===== src/rtl/core/assert_macros.svh =====
// Assertion macros shared by the remap address RTL.
`ifndef ASSERT_MACROS_SVH
`define ASSERT_MACROS_SVH

// Property checked at every rising edge of aclk, ignored while reset is held.
`define ASSERT_CLK(label, prop, msg) \
    label: assert property (@(posedge aclk) disable iff (!aresetn) prop) \
        else $error(msg);

// Condition that must never hold at a rising edge of aclk outside reset.
`define ASSERT_NEVER(label, cond, msg) \
    label: assert property (@(posedge aclk) disable iff (!aresetn) !(cond)) \
        else $error(msg);

`endif


===== src/rtl/core/tlra_pkg.sv =====
// Package with the types and constants of the tensor layout remap address block.
`timescale 1ns / 1ps
`default_nettype none

package tlra_pkg;

    // Remap modes; the fourth code is unused and gives index zero, outside set.
    typedef enum logic [1:0] {
        MODE_ZERO_PAD   = 2'd0,
        MODE_GRID_PAD   = 2'd1,
        MODE_CHAN_SPLIT = 2'd2
    } remap_mode_t;

    // Register indexes on the configuration port.
    localparam int CfgIndexWidth = 3;
    localparam int CfgDataWidth  = 13;

    localparam logic [CfgIndexWidth-1:0] REG_REMAP_MODE   = 3'd0;
    localparam logic [CfgIndexWidth-1:0] REG_SRC_CHANNELS = 3'd1;
    localparam logic [CfgIndexWidth-1:0] REG_SRC_ROWS     = 3'd2;
    localparam logic [CfgIndexWidth-1:0] REG_SRC_COLS     = 3'd3;
    localparam logic [CfgIndexWidth-1:0] REG_PAD_WIDTH    = 3'd4;
    localparam logic [CfgIndexWidth-1:0] REG_DST_ROWS     = 3'd5;
    localparam logic [CfgIndexWidth-1:0] REG_DST_COLS     = 3'd6;
    localparam logic [CfgIndexWidth-1:0] REG_DST_CHANNELS = 3'd7;

    // Field widths.
    localparam int BatchWidth = 8;
    localparam int ChanWidth  = 12;
    localparam int RowWidth   = 10;
    localparam int ColWidth   = 10;
    localparam int ValueWidth = 32;
    localparam int DestWidth  = 42;

    localparam int InDataWidth  = 72;
    localparam int OutDataWidth = 80;

endpackage : tlra_pkg

`default_nettype wire


===== src/rtl/core/tensor_layout_remap_address.sv =====
// Top level of the tensor layout remap address generator: a five-stage pipeline.
`timescale 1ns / 1ps
`default_nettype none

// Each accepted input beat passes through the five register stages to its result beat on m_.
// Throughput: one beat per cycle while m_tready is high; the stages each hold one beat and move
// on independently, so an empty stage is filled even while a finished result waits to be taken.
// Reset: aresetn is synchronous and active low; it empties every stage and returns the
// configuration registers to mode zero pad, pad width 0 and all sizes 1. cfg_ready is always high.
module tensor_layout_remap_address (
    input  wire logic                                aclk,
    input  wire logic                                aresetn,
    // Configuration write channel.
    input  wire logic                                cfg_valid,
    output logic                                     cfg_ready,
    input  wire logic [tlra_pkg::CfgIndexWidth-1:0]  cfg_index,
    input  wire logic [tlra_pkg::CfgDataWidth-1:0]   cfg_data,
    // Input stream.
    input  wire logic                                s_tvalid,
    output logic                                     s_tready,
    // s_tdata, from bit 0: batch_index[7:0], channel_index[19:8], row_index[29:20],
    // col_index[39:30], element_value[71:40].
    input  wire logic [tlra_pkg::InDataWidth-1:0]    s_tdata,
    // Result stream.
    output logic                                     m_tvalid,
    input  wire logic                                m_tready,
    // m_tdata, from bit 0: dest_index[41:0], out_value[73:42], zeros[79:74].
    output logic [tlra_pkg::OutDataWidth-1:0]        m_tdata,
    // m_tuser, from bit 0: outside[0].
    output logic                                     m_tuser
);

    import tlra_pkg::*;

`include "assert_macros.svh"

    // ------------------------------------------------------------------
    // Configuration registers. Users change them only while the pipeline is idle; not enforced.
    // ------------------------------------------------------------------
    logic [1:0]  remap_mode_reg;
    logic [12:0] src_channels_reg;
    logic [10:0] src_rows_reg;
    logic [10:0] src_cols_reg;
    logic [3:0]  pad_width_reg;
    logic [10:0] dst_rows_reg;
    logic [10:0] dst_cols_reg;
    logic [12:0] dst_channels_reg;

    assign cfg_ready = 1'b1;

    always_ff @(posedge aclk) begin
        if (!aresetn) begin
            remap_mode_reg   <= MODE_ZERO_PAD;
            src_channels_reg <= 13'd1;
            src_rows_reg     <= 11'd1;
            src_cols_reg     <= 11'd1;
            pad_width_reg    <= 4'd0;
            dst_rows_reg     <= 11'd1;
            dst_cols_reg     <= 11'd1;
            dst_channels_reg <= 13'd1;
        end else if (cfg_valid) begin
            unique case (cfg_index)
                REG_REMAP_MODE:   remap_mode_reg   <= cfg_data[1:0];
                REG_SRC_CHANNELS: src_channels_reg <= cfg_data[12:0];
                REG_SRC_ROWS:     src_rows_reg     <= cfg_data[10:0];
                REG_SRC_COLS:     src_cols_reg     <= cfg_data[10:0];
                REG_PAD_WIDTH:    pad_width_reg    <= cfg_data[3:0];
                REG_DST_ROWS:     dst_rows_reg     <= cfg_data[10:0];
                REG_DST_COLS:     dst_cols_reg     <= cfg_data[10:0];
                REG_DST_CHANNELS: dst_channels_reg <= cfg_data[12:0];
                default: ;
            endcase
        end
    end

    // ------------------------------------------------------------------
    // Flow control. Each stage loads when it is empty or when the stage after
    // it loads, so bubbles close up and a stall at the output loses nothing.
    // ------------------------------------------------------------------
    logic st1_valid_reg, st2_valid_reg, st3_valid_reg, st4_valid_reg, st5_valid_reg;
    logic en1, en2, en3, en4, en5;

    assign en5 = !st5_valid_reg || m_tready;
    assign en4 = !st4_valid_reg || en5;
    assign en3 = !st3_valid_reg || en4;
    assign en2 = !st2_valid_reg || en3;
    assign en1 = !st1_valid_reg || en2;

    assign s_tready = en1;

    always_ff @(posedge aclk) begin
        if (!aresetn) begin
            st1_valid_reg <= 1'b0;
            st2_valid_reg <= 1'b0;
            st3_valid_reg <= 1'b0;
            st4_valid_reg <= 1'b0;
            st5_valid_reg <= 1'b0;
        end else begin
            if (en1) begin
                st1_valid_reg <= s_tvalid;
            end
            if (en2) begin
                st2_valid_reg <= st1_valid_reg;
            end
            if (en3) begin
                st3_valid_reg <= st2_valid_reg;
            end
            if (en4) begin
                st4_valid_reg <= st3_valid_reg;
            end
            if (en5) begin
                st5_valid_reg <= st4_valid_reg;
            end
        end
    end

    // ------------------------------------------------------------------
    // Stage 1: unpack the beat and choose the plane sizes and offsets of the
    // active mode. Zero pad grows the plane by twice the pad width and shifts
    // the element by the pad; grid pad and channel split use the destination
    // grid. The coordinate bound checks of zero pad and grid pad are done here.
    // ------------------------------------------------------------------
    logic [BatchWidth-1:0] in_batch;
    logic [ChanWidth-1:0]  in_chan;
    logic [RowWidth-1:0]   in_row;
    logic [ColWidth-1:0]   in_col;
    logic [ValueWidth-1:0] in_value;

    assign in_batch = s_tdata[7:0];
    assign in_chan  = s_tdata[19:8];
    assign in_row   = s_tdata[29:20];
    assign in_col   = s_tdata[39:30];
    assign in_value = s_tdata[71:40];

    logic [11:0] dim_a_next, dim_b_next;
    logic [12:0] chan_mult_next;
    logic [10:0] row_off_next, col_off_next;
    logic        outside1_next;
    logic [11:0] padded_rows, padded_cols;
    logic [4:0]  pad_twice;

    assign pad_twice   = {pad_width_reg, 1'b0};
    assign padded_rows = {1'b0, src_rows_reg} + {7'd0, pad_twice};
    assign padded_cols = {1'b0, src_cols_reg} + {7'd0, pad_twice};

    always_comb begin
        dim_a_next     = {1'b0, dst_rows_reg};
        dim_b_next     = {1'b0, dst_cols_reg};
        chan_mult_next = src_channels_reg;
        row_off_next   = {1'b0, in_row};
        col_off_next   = {1'b0, in_col};
        outside1_next  = 1'b1;
        unique case (remap_mode_reg)
            MODE_ZERO_PAD: begin
                dim_a_next    = padded_rows;
                dim_b_next    = padded_cols;
                row_off_next  = {1'b0, in_row} + {7'd0, pad_width_reg};
                col_off_next  = {1'b0, in_col} + {7'd0, pad_width_reg};
                outside1_next = ({1'b0, in_chan} >= src_channels_reg)
                             || ({1'b0, in_row} >= src_rows_reg)
                             || ({1'b0, in_col} >= src_cols_reg);
            end
            MODE_GRID_PAD: begin
                outside1_next = ({1'b0, in_chan} >= src_channels_reg)
                             || ({1'b0, in_row} >= dst_rows_reg)
                             || ({1'b0, in_col} >= dst_cols_reg);
            end
            MODE_CHAN_SPLIT: begin
                // The bound is the whole volume, checked once it is known.
                chan_mult_next = dst_channels_reg;
                outside1_next  = 1'b0;
            end
            default: begin
                outside1_next = 1'b1;
            end
        endcase
    end

    logic [11:0]           dim_a1_reg, dim_b1_reg;
    logic [12:0]           chan_mult1_reg;
    logic [10:0]           row_off1_reg, col_off1_reg;
    logic                  outside1_reg;
    logic [1:0]            mode1_reg;
    logic [BatchWidth-1:0] batch1_reg;
    logic [ChanWidth-1:0]  chan1_reg;
    logic [ValueWidth-1:0] value1_reg;

    always_ff @(posedge aclk) begin
        if (en1) begin
            dim_a1_reg     <= dim_a_next;
            dim_b1_reg     <= dim_b_next;
            chan_mult1_reg <= chan_mult_next;
            row_off1_reg   <= row_off_next;
            col_off1_reg   <= col_off_next;
            outside1_reg   <= outside1_next;
            mode1_reg      <= remap_mode_reg;
            batch1_reg     <= in_batch;
            chan1_reg      <= in_chan;
            value1_reg     <= in_value;
        end
    end

    // ------------------------------------------------------------------
    // Stage 2: plane size and the row term of the in-plane offset.
    // ------------------------------------------------------------------
    logic [23:0] plane_next;
    logic [22:0] row_term_next;

    assign plane_next    = {12'd0, dim_a1_reg} * {12'd0, dim_b1_reg};
    assign row_term_next = {11'd0, dim_b1_reg} * {12'd0, row_off1_reg};

    logic [23:0]           plane2_reg;
    logic [22:0]           row_term2_reg;
    logic [12:0]           chan_mult2_reg;
    logic [10:0]           col_off2_reg;
    logic                  outside2_reg;
    logic [1:0]            mode2_reg;
    logic [BatchWidth-1:0] batch2_reg;
    logic [ChanWidth-1:0]  chan2_reg;
    logic [ValueWidth-1:0] value2_reg;

    always_ff @(posedge aclk) begin
        if (en2) begin
            plane2_reg     <= plane_next;
            row_term2_reg  <= row_term_next;
            chan_mult2_reg <= chan_mult1_reg;
            col_off2_reg   <= col_off1_reg;
            outside2_reg   <= outside1_reg;
            mode2_reg      <= mode1_reg;
            batch2_reg     <= batch1_reg;
            chan2_reg      <= chan1_reg;
            value2_reg     <= value1_reg;
        end
    end

    // ------------------------------------------------------------------
    // Stage 3: size of one batch (channels times plane, which in channel
    // split mode is the whole volume) and the channel term.
    // ------------------------------------------------------------------
    logic [36:0] batch_size_next;
    logic [35:0] chan_term_next;

    assign batch_size_next = {24'd0, chan_mult2_reg} * {13'd0, plane2_reg};
    assign chan_term_next  = {12'd0, plane2_reg} * {24'd0, chan2_reg};

    logic [36:0]           batch_size3_reg;
    logic [35:0]           chan_term3_reg;
    logic [22:0]           row_term3_reg;
    logic [10:0]           col_off3_reg;
    logic                  outside3_reg;
    logic [1:0]            mode3_reg;
    logic [BatchWidth-1:0] batch3_reg;
    logic [ChanWidth-1:0]  chan3_reg;
    logic [ValueWidth-1:0] value3_reg;

    always_ff @(posedge aclk) begin
        if (en3) begin
            batch_size3_reg <= batch_size_next;
            chan_term3_reg  <= chan_term_next;
            row_term3_reg   <= row_term2_reg;
            col_off3_reg    <= col_off2_reg;
            outside3_reg    <= outside2_reg;
            mode3_reg       <= mode2_reg;
            batch3_reg      <= batch2_reg;
            chan3_reg       <= chan2_reg;
            value3_reg      <= value2_reg;
        end
    end

    // ------------------------------------------------------------------
    // Stage 4: batch offset, the sum of the in-batch terms (in channel split
    // mode the channel index alone), and the volume bound of channel split mode.
    // ------------------------------------------------------------------
    logic [44:0] batch_off_full;
    logic [41:0] batch_off_next;
    logic [41:0] inner_next;
    logic        outside4_next;

    assign batch_off_full = {8'd0, batch_size3_reg} * {37'd0, batch3_reg};
    assign batch_off_next = batch_off_full[41:0];

    always_comb begin
        if (mode3_reg == MODE_CHAN_SPLIT) begin
            inner_next    = {30'd0, chan3_reg};
            outside4_next = {25'd0, chan3_reg} >= batch_size3_reg;
        end else begin
            inner_next    = {6'd0, chan_term3_reg} + {19'd0, row_term3_reg}
                          + {31'd0, col_off3_reg};
            outside4_next = outside3_reg;
        end
    end

    logic [41:0]           batch_off4_reg;
    logic [41:0]           inner4_reg;
    logic                  outside4_reg;
    logic [1:0]            mode4_reg;
    logic [ValueWidth-1:0] value4_reg;

    always_ff @(posedge aclk) begin
        if (en4) begin
            batch_off4_reg <= batch_off_next;
            inner4_reg     <= inner_next;
            outside4_reg   <= outside4_next;
            mode4_reg      <= mode3_reg;
            value4_reg     <= value3_reg;
        end
    end

    // ------------------------------------------------------------------
    // Stage 5: final index, wrapping at 42 bits. The unused mode code gives
    // index zero. This stage is the output register.
    // ------------------------------------------------------------------
    logic                  mode4_unused;
    logic [DestWidth-1:0]  dest_next;

    assign mode4_unused = (mode4_reg != MODE_ZERO_PAD) && (mode4_reg != MODE_GRID_PAD)
                       && (mode4_reg != MODE_CHAN_SPLIT);
    assign dest_next    = mode4_unused ? '0 : (batch_off4_reg + inner4_reg);

    logic [DestWidth-1:0]  dest5_reg;
    logic [ValueWidth-1:0] value5_reg;
    logic                  outside5_reg;

    always_ff @(posedge aclk) begin
        if (en5) begin
            dest5_reg    <= dest_next;
            value5_reg   <= value4_reg;
            outside5_reg <= outside4_reg;
        end
    end

    assign m_tvalid = st5_valid_reg;
    assign m_tdata  = {6'd0, value5_reg, dest5_reg};
    assign m_tuser  = outside5_reg;

    // ------------------------------------------------------------------
    // Assertions.
    // ------------------------------------------------------------------
    `ASSERT_CLK(a_empty_front_ready, !st1_valid_reg |-> s_tready,
        "input refused although the first stage is empty")
    `ASSERT_NEVER(a_full_stall_accept,
        st1_valid_reg && st2_valid_reg && st3_valid_reg && st4_valid_reg
            && st5_valid_reg && !m_tready && s_tready,
        "input taken while every stage is full and the output stalls")
    `ASSERT_CLK(a_stage4_moves_out, st4_valid_reg && en5 |=> st5_valid_reg,
        "a beat was lost between the last two stages")
    `ASSERT_CLK(a_unused_mode_result, st4_valid_reg && en5 && mode4_unused
        |=> m_tuser && (m_tdata[41:0] == 42'd0),
        "unused mode must give index zero with outside set")

endmodule : tensor_layout_remap_address

`default_nettype wire

===== config.mk =====
export PLATFORM = sky130hd
export DESIGN_NAME = tensor_layout_remap_address
export DESIGN_NICKNAME = d
export VERILOG_FILES = /design/src/rtl/core/tlra_pkg.sv /design/src/rtl/core/tensor_layout_remap_address.sv
export VERILOG_INCLUDE_DIRS = /design/src /design/src/rtl/core
export SDC_FILE = /design/constraint.sdc
export NUM_CORES = 2
export LEC_CHECK = 0
export ABC_AREA = 1
export BUFFER_PORTS_ARGS = -buffer_cell sky130_fd_sc_hd__buf_2
export CORE_ASPECT_RATIO = 1.25
export CORE_MARGIN = 2
export CORE_UTILIZATION = 51
export CTS_CLUSTER_DIAMETER = 150
export DETAILED_ROUTE_END_ITERATION = 8
export PLACE_DENSITY = 0.64
export SYNTH_ARGS = -nofsm -noshare
export SYNTH_HDL_FRONTEND = slang
export SYNTH_SLANG_ARGS = --single-unit

===== constraint.sdc =====
create_clock -name aclk -period 24.3 [get_ports aclk]
set_input_delay 3.645 -clock aclk [delete_from_list [all_inputs] [get_ports aclk]]
set_output_delay 3.645 -clock aclk [all_outputs]
set_load 0.01 [all_outputs]

==> metrics.txt <==
Worst-Margin Slew=1.22 ns; initial antenna violation count=0; r2r worst-path depth=17; total gr overflow=0; hold slack=0.383 ns; Worst Setup End Kind=output pin; ys async rst share=0%; CTS tree=yes; Ant. Diodes=0; crit-path leading delay family=simple AND/OR/NAND/NOR gates; critical path class=input pin to output pin; Max stage delay on crit path=0.44 ns; gr usage total=26.1%; setup TNS=0 ns; Clock transition at path regs=0.06 ns; Main synth FF type=edfxtp_1; Startpoint Class=input pin; Max Fclk=107 MHz; TritonRoute pass-1 iters=5; Req. time, crit path=20.65 ns; Max FO, Critical Path=49; synth warn=0; via-per-instance ratio=5.17; cts bufs inserted=70; unrepaired setup endpoints after global routing=false; Fill cells=12400; synthesized cell area=68900 µm²; port buffer count=169; Skew-Pair Late Insertion Delay=0.69 ns; instance count on the critical path=10; power density over cell area=80.5 nW/µm²; final WL=176 mm; maximum vdd drop=0.0906 mV; clock sinks=672; largest net degree at the start of global routing=78; CP arrival=5.67 ns; number of cell rows=150; Max transition margin=18.6%; syn_area_per_cell=8.39 µm²; commonest non-fill, non-tap cells in the layout=nand2_1, inv_1, fa_1; status=finished, final reports clean; Routed Antenna Nets=0; non-filler cells, final=10000; Crit path buffers/inverters=5; Resized Gates After CTS=0; register bit count reported by yosys=672; commonest non-fill, non-tap cell in the layout=nand2_1; Post-Synthesis Cells=8203; P_leak=39.1 nW; IO Count=177; nets=9674; fin area=73600 µm²; most frequent CP cell=nor2_1; vias=51800; RD Place Congestion=0.947; EDFF count, synth=591; dpl hpwl=139 mm; Post-DP Area=71200 µm²; MaxCap Viol Count=0; layout cells sized above 1=5.38%; setup bufs post-CTS=0; global-route wire length before repair=285 mm; Worst Hold Depth=0; number of global-route vias before repair=54000; Pins Over Slew Limit=0; Tot Pwr=5.92 mW; Area growth syn-to-layout=6.85%; final setup fails=0; critical path cell sequence=buf_2, nor2_1, clkinv_2, nor2_1, inv_4, nor2_1, inv_6, nor2_1, nand2_4, buf_2; DRC=0; routed len/inst=17.5 µm; CTS Buffer Depth=3; Hold Vio Cnt, Final=0; Netlist cell types=55; clk root buf=clkbuf_16; worst min path class=flip-flop to flip-flop; die span in x=333 µm; Die Y=415 µm; Final Critical Period=9.31 ns; clk_skew=0.0443 ns; period utilization=38.3%; CTS H-Tree Depth=3; initial drt markers=2937; die area=138000 µm²; Initial Util=51.5%; Hold Buf Count CTS=0; DP Cell Count=9896; Core Area=134000 µm²; sequential element share of the synthesized area=28.1%; Slowest-stage cell, CP=nor2_1
[cell usage after synthesis (all sizes together), types with 4 or more instances]
cell type / count / share of area, %
or2: 8 / 0.073
nand3: 234 / 1.9
nand3b: 8 / 0.087
inv: 1987 / 11
a21o: 10 / 0.11
o21ai: 248 / 1.8
ha: 485 / 8.8
dfxtp: 81 / 2.4
nor2: 450 / 2.6
o22ai: 8 / 0.073
clkinv: 4 / 0.022
xor2: 85 / 1.1
nor3: 61 / 0.51
a21oi: 377 / 2.8
o21bai: 24 / 0.26
clkbuf: 247 / 1.4
nand2: 2229 / 12
xnor2: 34 / 0.43
fa: 876 / 25
a31oi: 8 / 0.073
edfxtp: 591 / 26
a21boi: 8 / 0.093
nand4: 45 / 0.41
buf: 37 / 0.27
nor4: 20 / 0.19
o21a: 23 / 0.25
[cells by family (layout without fill, tap and decap cells)]
family / after synthesis / after routing / share of synthesized area, %
XOR/XNOR: 119 / 119 / 1.51
AND/OR/NAND/NOR: 3065 / 3065 / 18.1
buffers and inverters: 2275 / 2342 / 12.5
adder cells (fa/ha/maj): 1361 / 1361 / 34.3
other: 2 / 7 / 0.0109
multiplexers: 1 / 1 / 0.0164
AO/OA/AOI/OAI: 708 / 708 / 5.48
flip-flops: 672 / 672 / 28.1
[stage by stage]
stage	setup WS [ns]	util [%]
after floorplan	6.87	-
after global placement	14.83	53.2
after detailed placement	14.93	53.2
after CTS	14.93	55.0
after global routing	14.73	55.0
final	14.99	55.0
[power breakdown]
group	leakage (nW)	switching, mW	internal, mW
Sequential	7.23	0.155	1.55
Combinational	30.7	2.09	1.04
Clock	1.11	0.480	0.608
[path summary, 6_finish.rpt]
check	slack (ns)	endpoint	from
worst max-delay path	14.99	s_tready	m_tready
worst min-delay path	0.38	row_term3_reg[4]	row_term2_reg[4]
worst max register to register	18.40	chan_term3_reg[30]	plane2_reg[12]
worst min register to register	0.38	row_term3_reg[4]	row_term2_reg[4]
[layout make-up]
class / instances / area, µm² / area share (%)
clock buffer: 79 / 1800 / 2.44
clock inverter: 48 / 549 / 0.747
inverter: 1991 / 7490 / 10.2
multi-input combinational: 5261 / 40900 / 55.6
sequential: 672 / 19400 / 26.3
tap: 1748 / 2190 / 2.97
timing repair buffer: 224 / 1260 / 1.71
[per-layer routing]
| layer | wire length, µm | track usage [%] |
|---|---|---|
| met4 | 6940 | 10.2 |
| met5 | 0 | 0 |
| met1 | 70400 | 31.9 |
| met2 | 89900 | 47.1 |
| met3 | 8350 | 2.74 |
[worst reg2reg max path, cell delays in order (launching register included)]
cell and delay [ns]:
edfxtp_1 1.16, nand2_1 0.21, fa_1 0.58, inv_1 0.06, fa_1 0.45, fa_1 0.43
fa_1 0.51, inv_1 0.05, fa_1 0.48, inv_1 0.04, ha_1 0.36, a21oi_1 0.27
a21boi_0 0.42, nand2_1 0.15, nand3_1 0.13, nand3_1 0.09, nand2_1 0.07, nand2_1 0.12
Power figures use the tool's default switching activity.
